File: src/rtl/efr_pkg.sv
// ----------------------------------------------------------------------------
// efr_pkg: shared codes and types of the escaped frame receiver
// Framing codes, receive modes, status codes, register indexes and the
// structs that pass state and results between the step logic and the top.
// ----------------------------------------------------------------------------
package efr_pkg;

	localparam logic [7:0] START_CODE = 8'h56;
	localparam logic [7:0] END_CODE   = 8'h9E;
	localparam logic [7:0] ESC_CODE   = 8'hCC;
	localparam logic [7:0] START_INV  = ~START_CODE;
	localparam logic [7:0] END_INV    = ~END_CODE;
	localparam logic [7:0] ESC_INV    = ~ESC_CODE;

	localparam int unsigned RAW_W  = 12;
	localparam int unsigned TICK_W = 24;

	// receive modes
	localparam logic [1:0] MODE_HUNT = 2'd0;
	localparam logic [1:0] MODE_BODY = 2'd1;
	localparam logic [1:0] MODE_ESC  = 2'd2;
	localparam logic [1:0] MODE_DROP = 2'd3;

	// status codes
	localparam logic [2:0] ST_IN_FRAME = 3'd0;
	localparam logic [2:0] ST_GOOD     = 3'd1;
	localparam logic [2:0] ST_BAD_ESC  = 3'd2;
	localparam logic [2:0] ST_OVERFLOW = 3'd3;
	localparam logic [2:0] ST_TIMEOUT  = 3'd4;

	// item kinds
	localparam logic KIND_BYTE = 1'b0;
	localparam logic KIND_TICK = 1'b1;

	// configuration register indexes
	localparam logic REG_MAX_RAW_LENGTH = 1'b0;
	localparam logic REG_TIMEOUT_TICKS  = 1'b1;

	localparam logic [RAW_W-1:0]  MAX_RAW_LENGTH_RST = 12'd2048;
	localparam logic [TICK_W-1:0] TIMEOUT_TICKS_RST  = 24'd1000000;

	typedef struct packed {
		logic [1:0]        mode;
		logic [RAW_W-1:0]  raw_count;
		logic [TICK_W-1:0] tick_count;
	} rx_state_t;

	typedef struct packed {
		logic       present;
		logic [7:0] data_byte;
		logic       data_valid;
		logic       frame_last;
		logic [2:0] status;
	} rx_result_t;

endpackage

File: src/rtl/escaped_frame_receiver_unit.sv
// ----------------------------------------------------------------------------
// escaped_frame_receiver_unit: byte-stuffed frame receiver
// Hunts for the start code, unescapes body bytes, reports frame end and
// errors (bad escape, overflow, timeout) on a result stream.
// ----------------------------------------------------------------------------
// Usage:
//   Slave stream s_*: one transfer per received byte (s_tuser = 0, byte in
//   s_tdata) or per time tick (s_tuser = 1, s_tdata ignored).
//   Master stream m_*: zero or one transfer per input transfer. m_tdata is
//   the decoded byte, m_tuser carries data_valid and status, m_tlast marks
//   frame end or an error report. Items that cause no result vanish.
//   Config channel cfg_*: index 0 writes max_raw_length, index 1 writes
//   timeout_ticks; always ready, write only while the block is idle.
// Timing:
//   One transfer per cycle sustained while m_tready is high. An input
//   transfer reaches m_* through an input register, then the decode and
//   state update feeding the output register.
// Reset:
//   arst_n clears the pipeline, returns to hunting with zero counters and
//   loads the register defaults (2048 bytes, 1000000 ticks).
// Stall:
//   While m_tready is low with a result pending, the input register holds
//   and s_tready drops once it is full; no item is lost or reordered.
// ----------------------------------------------------------------------------
module escaped_frame_receiver_unit (
	input  logic        clk,
	input  logic        arst_n,
	// input stream
	input  logic        s_tvalid,
	output logic        s_tready,
	input  logic [7:0]  s_tdata,   // [7:0] byte_in
	input  logic        s_tuser,   // [0] kind
	// result stream
	output logic        m_tvalid,
	input  logic        m_tready,
	output logic [7:0]  m_tdata,   // [7:0] data_byte
	output logic [3:0]  m_tuser,   // [0] data_valid, [3:1] status
	output logic        m_tlast,   // frame_last
	// configuration writes
	input  logic        cfg_valid,
	output logic        cfg_ready,
	input  logic        cfg_index,
	input  logic [23:0] cfg_data
);

	// configuration registers
	logic [efr_pkg::RAW_W-1:0]  max_raw_length_q;
	logic [efr_pkg::TICK_W-1:0] timeout_ticks_q;

	// input register
	logic       valid_s1;
	logic       kind_s1;
	logic [7:0] byte_s1;

	// receive state and result register
	efr_pkg::rx_state_t  state_q;
	efr_pkg::rx_state_t  state_next;
	efr_pkg::rx_result_t step_res;
	logic                out_valid_q;
	logic [7:0]          out_byte_q;
	logic                out_dvalid_q;
	logic                out_last_q;
	logic [2:0]          out_status_q;

	logic out_free;
	logic advance_s1;

	// the output slot frees when it is empty or being drained this cycle
	assign out_free   = !out_valid_q || m_tready;
	assign advance_s1 = valid_s1 && out_free;
	assign s_tready   = !valid_s1 || out_free;
	assign cfg_ready  = 1'b1;

	always_ff @(posedge clk or negedge arst_n) begin
		if (!arst_n) begin
			max_raw_length_q <= efr_pkg::MAX_RAW_LENGTH_RST;
			timeout_ticks_q  <= efr_pkg::TIMEOUT_TICKS_RST;
		end else if (cfg_valid) begin
			unique case (cfg_index)
				efr_pkg::REG_MAX_RAW_LENGTH: max_raw_length_q <= cfg_data[efr_pkg::RAW_W-1:0];
				efr_pkg::REG_TIMEOUT_TICKS:  timeout_ticks_q  <= cfg_data;
				default: ;
			endcase
		end
	end

	// input stage: take a transfer whenever the register is empty or moving on
	always_ff @(posedge clk or negedge arst_n) begin
		if (!arst_n) begin
			valid_s1 <= 1'b0;
		end else if (s_tready) begin
			valid_s1 <= s_tvalid;
		end
	end

	always_ff @(posedge clk) begin
		if (s_tready && s_tvalid) begin
			kind_s1 <= s_tuser;
			byte_s1 <= s_tdata;
		end
	end

	efr_step u_step (
		.cur            (state_q),
		.max_raw_length (max_raw_length_q),
		.timeout_ticks  (timeout_ticks_q),
		.kind           (kind_s1),
		.byte_in        (byte_s1),
		.nxt            (state_next),
		.res            (step_res)
	);

	// advance the receive state once per item leaving the input register
	always_ff @(posedge clk or negedge arst_n) begin
		if (!arst_n) begin
			state_q <= '0;
		end else if (advance_s1) begin
			state_q <= state_next;
		end
	end

	// result register: load a result, or drop the valid once drained
	always_ff @(posedge clk or negedge arst_n) begin
		if (!arst_n) begin
			out_valid_q <= 1'b0;
		end else if (out_free) begin
			out_valid_q <= advance_s1 && step_res.present;
		end
	end

	always_ff @(posedge clk) begin
		if (advance_s1 && step_res.present) begin
			out_byte_q   <= step_res.data_byte;
			out_dvalid_q <= step_res.data_valid;
			out_last_q   <= step_res.frame_last;
			out_status_q <= step_res.status;
		end
	end

	assign m_tvalid = out_valid_q;
	assign m_tdata  = out_byte_q;
	assign m_tuser  = {out_status_q, out_dvalid_q};
	assign m_tlast  = out_last_q;

	// hunting always starts a frame with an empty byte count
	a_hunt_count_clear: assert property (@(posedge clk) disable iff (!arst_n)
		state_q.mode == efr_pkg::MODE_HUNT |-> state_q.raw_count == '0)
		else $error("raw count not clear while hunting");

	// a frame end or error leaves the receiver hunting or dropping
	a_last_restarts: assert property (@(posedge clk) disable iff (!arst_n)
		advance_s1 && step_res.present && step_res.frame_last |=>
		(state_q.mode == efr_pkg::MODE_HUNT || state_q.mode == efr_pkg::MODE_DROP))
		else $error("receiver kept collecting after frame end or error");

	// a decoded byte never carries an end or error status
	a_data_in_frame: assert property (@(posedge clk) disable iff (!arst_n)
		m_tvalid && m_tuser[0] |-> !m_tlast && m_tuser[3:1] == efr_pkg::ST_IN_FRAME)
		else $error("decoded byte with end or error status");

	// a status-only result carries a zero data byte
	a_status_zero_byte: assert property (@(posedge clk) disable iff (!arst_n)
		m_tvalid && !m_tuser[0] |-> m_tlast && m_tdata == 8'd0)
		else $error("status report with stray data");

endmodule

File: src/rtl/efr_step.sv
// ----------------------------------------------------------------------------
// efr_step: per-item next-state and result logic
// Decodes one byte or tick against the current receive state and yields
// the next state plus at most one result.
// ----------------------------------------------------------------------------
module efr_step (
	input  efr_pkg::rx_state_t            cur,
	input  logic [efr_pkg::RAW_W-1:0]     max_raw_length,
	input  logic [efr_pkg::TICK_W-1:0]    timeout_ticks,
	input  logic                          kind,
	input  logic [7:0]                    byte_in,
	output efr_pkg::rx_state_t            nxt,
	output efr_pkg::rx_result_t           res
);

	logic [efr_pkg::TICK_W:0] tick_next;
	logic [efr_pkg::RAW_W:0]  raw_next;

	assign tick_next = {1'b0, cur.tick_count} + 1'b1;
	assign raw_next  = {1'b0, cur.raw_count} + 1'b1;

	always_comb begin
		nxt = cur;
		res = '0;
		if (kind == efr_pkg::KIND_TICK) begin
			if (tick_next >= {1'b0, timeout_ticks}) begin
				nxt = '0;
				nxt.mode = efr_pkg::MODE_HUNT;
				// a dropped frame already reported its error
				if (cur.mode != efr_pkg::MODE_DROP) begin
					res.present    = 1'b1;
					res.frame_last = 1'b1;
					res.status     = efr_pkg::ST_TIMEOUT;
				end
			end else begin
				nxt.tick_count = tick_next[efr_pkg::TICK_W-1:0];
			end
		end else begin
			unique case (cur.mode)
				efr_pkg::MODE_HUNT: begin
					if (byte_in == efr_pkg::START_CODE) begin
						nxt.mode      = efr_pkg::MODE_BODY;
						nxt.raw_count = '0;
					end
				end
				efr_pkg::MODE_DROP: begin
					if (byte_in == efr_pkg::END_CODE) begin
						nxt = '0;
						nxt.mode = efr_pkg::MODE_HUNT;
					end
				end
				default: begin
					if (byte_in == efr_pkg::END_CODE) begin
						nxt = '0;
						nxt.mode = efr_pkg::MODE_HUNT;
						res.present    = 1'b1;
						res.frame_last = 1'b1;
						res.status     = efr_pkg::ST_GOOD;
					end else if (raw_next >= {1'b0, max_raw_length}) begin
						nxt = '0;
						nxt.mode = efr_pkg::MODE_HUNT;
						res.present    = 1'b1;
						res.frame_last = 1'b1;
						res.status     = efr_pkg::ST_OVERFLOW;
					end else begin
						nxt.raw_count = raw_next[efr_pkg::RAW_W-1:0];
						if (cur.mode == efr_pkg::MODE_ESC) begin
							res.present = 1'b1;
							nxt.mode    = efr_pkg::MODE_BODY;
							res.data_valid = 1'b1;
							if (byte_in == efr_pkg::START_INV) begin
								res.data_byte = efr_pkg::START_CODE;
							end else if (byte_in == efr_pkg::END_INV) begin
								res.data_byte = efr_pkg::END_CODE;
							end else if (byte_in == efr_pkg::ESC_INV) begin
								res.data_byte = efr_pkg::ESC_CODE;
							end else begin
								nxt.mode       = efr_pkg::MODE_DROP;
								res.data_valid = 1'b0;
								res.frame_last = 1'b1;
								res.status     = efr_pkg::ST_BAD_ESC;
							end
						end else if (byte_in == efr_pkg::ESC_CODE) begin
							nxt.mode = efr_pkg::MODE_ESC;
						end else begin
							res.present    = 1'b1;
							res.data_valid = 1'b1;
							res.data_byte  = byte_in;
						end
					end
				end
			endcase
		end
	end

endmodule
File: config.mk
export PLATFORM = sky130hd
export DESIGN_NAME = escaped_frame_receiver_unit
export DESIGN_NICKNAME = d
export VERILOG_FILES = /design/src/rtl/efr_pkg.sv /design/src/rtl/escaped_frame_receiver_unit.sv /design/src/rtl/efr_step.sv
export SDC_FILE = /design/constraint.sdc
export NUM_CORES = 1
export LEC_CHECK = 0
export ABC_AREA = 1
export BUFFER_PORTS_ARGS = -buffer_cell sky130_fd_sc_hd__buf_2
export CAP_MARGIN = 0
export CORE_ASPECT_RATIO = 0.8
export CORE_MARGIN = 2
export CORE_UTILIZATION = 46
export CTS_BUF_LIST = sky130_fd_sc_hd__clkbuf_16
export DETAILED_ROUTE_END_ITERATION = 10
export HOLD_SLACK_MARGIN = 0.05
export PLACE_DENSITY_LB_ADDON = 0.3
export SYNTH_ARGS = -nofsm -noshare
export SYNTH_HDL_FRONTEND = slang
export SYNTH_SLANG_ARGS = --single-unit
File: constraint.sdc
create_clock -name clk -period 4.7 [get_ports clk]
set_input_delay 0.47 -clock clk [delete_from_list [all_inputs] [get_ports clk]]
set_output_delay 0.47 -clock clk [all_outputs]
set_load 0.05 [all_outputs]
==> reports/results.txt <==
Status: finished, final reports clean
Iter 0 DRT Violations: 277
Worst setup EP type: register
Final HPWL DP: 9296 um
Vias in the first global route: 4486
Wirelength per Cell: 12.61 um
Synthesized cell area: 6005 sq um
CP Buf/Inv Count: 2
TNS Setup: 0 ns
NetSw: 0.0009562 W
Delay-heaviest family, CP: simple AND/OR/NAND/NOR gates
Routed vias: 4683
I/O Buffers: 53
Nets: 879
H-Tree Level Count: 3
Gr usage total: 19.31%
Combinational cell fraction of total power: 29.4%
Clock group share of total power: 28.4%
Switching share of power: 36.96%
Req. time, crit path: 4.70 ns
Final cell count without fillers: 979
CORE AREA: 12820 sq um
Setup Skew: 0.008654 ns
Worst IR Drop VDD: 0.2159 mV
Most frequent cells in the layout: 188 x nand2_1, 127 x inv_1, 68 x dfrtp_1, 60 x nor2_1, 52 x buf_2
Max-Cap Viols: 0
Vias/cell: 4.783
Initial Utilization: 46.82%
Clk pin slew, worst setup/hold paths: 0.07 ns
# hold bufs at CTS: 0
Sequential power share: 42.2%
Slowest-stage cell, CP: dfrtp_1
Final Setup Violations: 0
Predominant post-synthesis flop cell: dfrtp_1
Crit start category: register
I/O pin total: 55
Pwr Density: 386.3 nW/um^2
Cells resized by post-CTS repair: 0
RSZ-0062 raised after global routing: false
TritonCTS clock tree: built
Critical path peak fanout: 13
Seq/Total Area, Yosys: 42.84%
Syn_nets: 831
Fin crit period: 3.890 ns
Die height: 106.2 um
Most common cell after layout, fill and taps aside: nand2_1
Clock Latency Late Sink: 0.36 ns
Power Internal: 0.001631 W
TritonCTS Buffers: 9
Synth Register Bits: 98
Slew Viols, Final: 0
Mapped Cells: 751
Syn. warnings: 0
Critical path arrival: 3.89 ns
DRT Pass-1 Iters: 5
Die Wd: 131.7 um
Final hold vios: 0
Congestion Overflow GR: 0
Clock Sinks: 98
WS Path Type: reg -> reg
Total die area: 13990 sq um
Routed Antenna Nets: 0
Final wirelength: 12350 um
Leakage: 3.495 nW
Initial antenna violation count: 0
Layout cells sized above 1: 14.80%
Synth unique cells: 44
Post-synth EDFFs: 22
Setup Fix Bufs, Post-CTS: 0
Remaining DRCs: 0
Crit-path max cell delay: 0.43 ns
Clock buffer depth: 2
FMAX: 0.2571 GHz
Max-slew headroom: 36.83%
Root Buffer: clkbuf_16
Hold Crit Class: in -> async
Routability congestion estimate: 0.8874
Worst-margin pin slew: 0.9475 ns
Async SR Flop Fraction: 77.55%
# rows: 37
Cell count after placement: 963
First-pass GRT wire length: 21720 um
Largest net degree at the start of global routing: 77
Syn Area/Cell: 7.995 sq um
Fin crit share: 82.77%
Area delta synth->final: 11.54%
R2r setup slk: 0.81 ns
Antenna cells: 0
Critical-path cell list: ha_1 -> nand4_2 -> nor2_1 -> nand4_1 -> nor3_1 -> xor2_1 -> inv_1 -> ha_1 -> nand2_1 -> nor2_1 -> nand3_1 -> nor2_1 -> nand3_2 -> nand3_4 -> nand3_1 -> nand2_1 -> nand2_1 -> inv_1
-- through the flow --
stage	cell area, sq um	total power, W	worst slack (ns)	hold WS, ns	util [%]
3_5_place_dp	6400	0.001866	0.8102	0.4732	49.91
2_1_floorplan	6005	0.001680	1.432	0.1744	-
4_1_cts	6698	0.002607	0.7992	0.2759	52.23
3_3_place_gp	6400	0.001857	0.9251	0.4664	49.91
6_report	6698	0.002587	0.8098	0.2661	52.23
5_1_grt	6698	0.002763	0.3089	0.2721	52.23
-- sequential cells by signal, indices dropped and copies added (netlist names) --
signal	cells
m_tlast	1
out_status_q	3
out_dvalid_q	1
state_q	38
m_tvalid	1
m_tdata	8
timeout_ticks_q	24
byte_s1	8
kind_s1	1
max_raw_length_q	12
valid_s1	1
-- per-layer routing --
layer,wire length [um],up-vias,global-route usage (%),part of all wire (%)
met2,4935,104,27.60,40
met3,632,10,4.816,5.1
met1,6655,2092,28.65,54
met4,123,0,6.056,1.0
met5,0,-,0,0
li1,-,2477,-,-
-- layout make-up --
cell class | instances | area [sq um]
clock buffers | 10 | 250.2
clock inverters | 6 | 47.55
fillers | 1225 | 6126
inverters | 130 | 488.0
multi-input cells | 505 | 2838
flip-flops and latches | 98 | 2572
well taps | 175 | 219.0
repair buffers | 55 | 282.8
-- synthesized netlist by cell type (all sizes together), types with 10 or more instances --
library cell | number | area share, %
xnor2 | 10 | 1.5
a21oi | 27 | 2.3
xor2 | 15 | 2.2
nand3 | 42 | 4.1
inv | 129 | 8.1
nor3 | 14 | 1.4
dfrtp | 68 | 28
nand2 | 195 | 12
edfxtp | 22 | 11
nand4 | 15 | 1.9
nor2 | 69 | 5.1
o21ai | 53 | 5.0
ha | 41 | 8.5
buf | 10 | 1.3
-- worst register-to-register path, delay by kind of cell, from the launching register on --
kind                     cells  cell delay [ns]
adder cells (fa/ha/maj)      2             0.53
buffers and inverters        2             0.43
flip-flops                   1             0.43
XOR/XNOR                     1             0.25
AND/OR/NAND/NOR             13             1.89
-- worst paths after layout --
kind                                                     start                               end  cells after the start
worst max register to register          state_q[0]$_DFFE_PN0P_     out_status_q[1]$_SDFFCE_PP0P_                     18
min in group clk                                    s_tdata[5]              byte_s1[5]$_DFFE_PP_                      1
max in group asynchronous                               arst_n           state_q[34]$_DFFE_PN0P_                      1
worst min-delay path                                    arst_n  max_raw_length_q[10]$_DFFE_PN0P_                      1
worst min register to register  timeout_ticks_q[4]$_DFFE_PN0P_    timeout_ticks_q[4]$_DFFE_PN0P_                      2
worst max-delay path                    state_q[0]$_DFFE_PN0P_     out_status_q[1]$_SDFFCE_PP0P_                     18
-- power by group through the flow --
stage	Clock (W)	Sequential, W	Combinational [W]
3_3_place_gp	0	0.00111	0.000752
6_report	0.000734	0.00109	0.000760
5_1_grt	0.000787	0.00111	0.000869
2_1_floorplan	0	0.00115	0.000529
3_5_place_dp	0	0.00111	0.000758
4_1_cts	0.000752	0.00109	0.000763
-- kinds of logic (layout without fill, tap and decap cells) --
family	Yosys count	count (layout)	share of synthesized area [%]
and+or+nand+nor	346	346	26.17
other	1	1	0.06245
buffers and inverters	148	201	9.898
AOI/OAI and AO/OA	91	91	8.668
xor gates and xnor gates	25	25	3.647
muxes	1	1	0.1667
DFF	98	98	42.84
adders and majority gates	41	41	8.543
(Power assumes the default switching activity.)
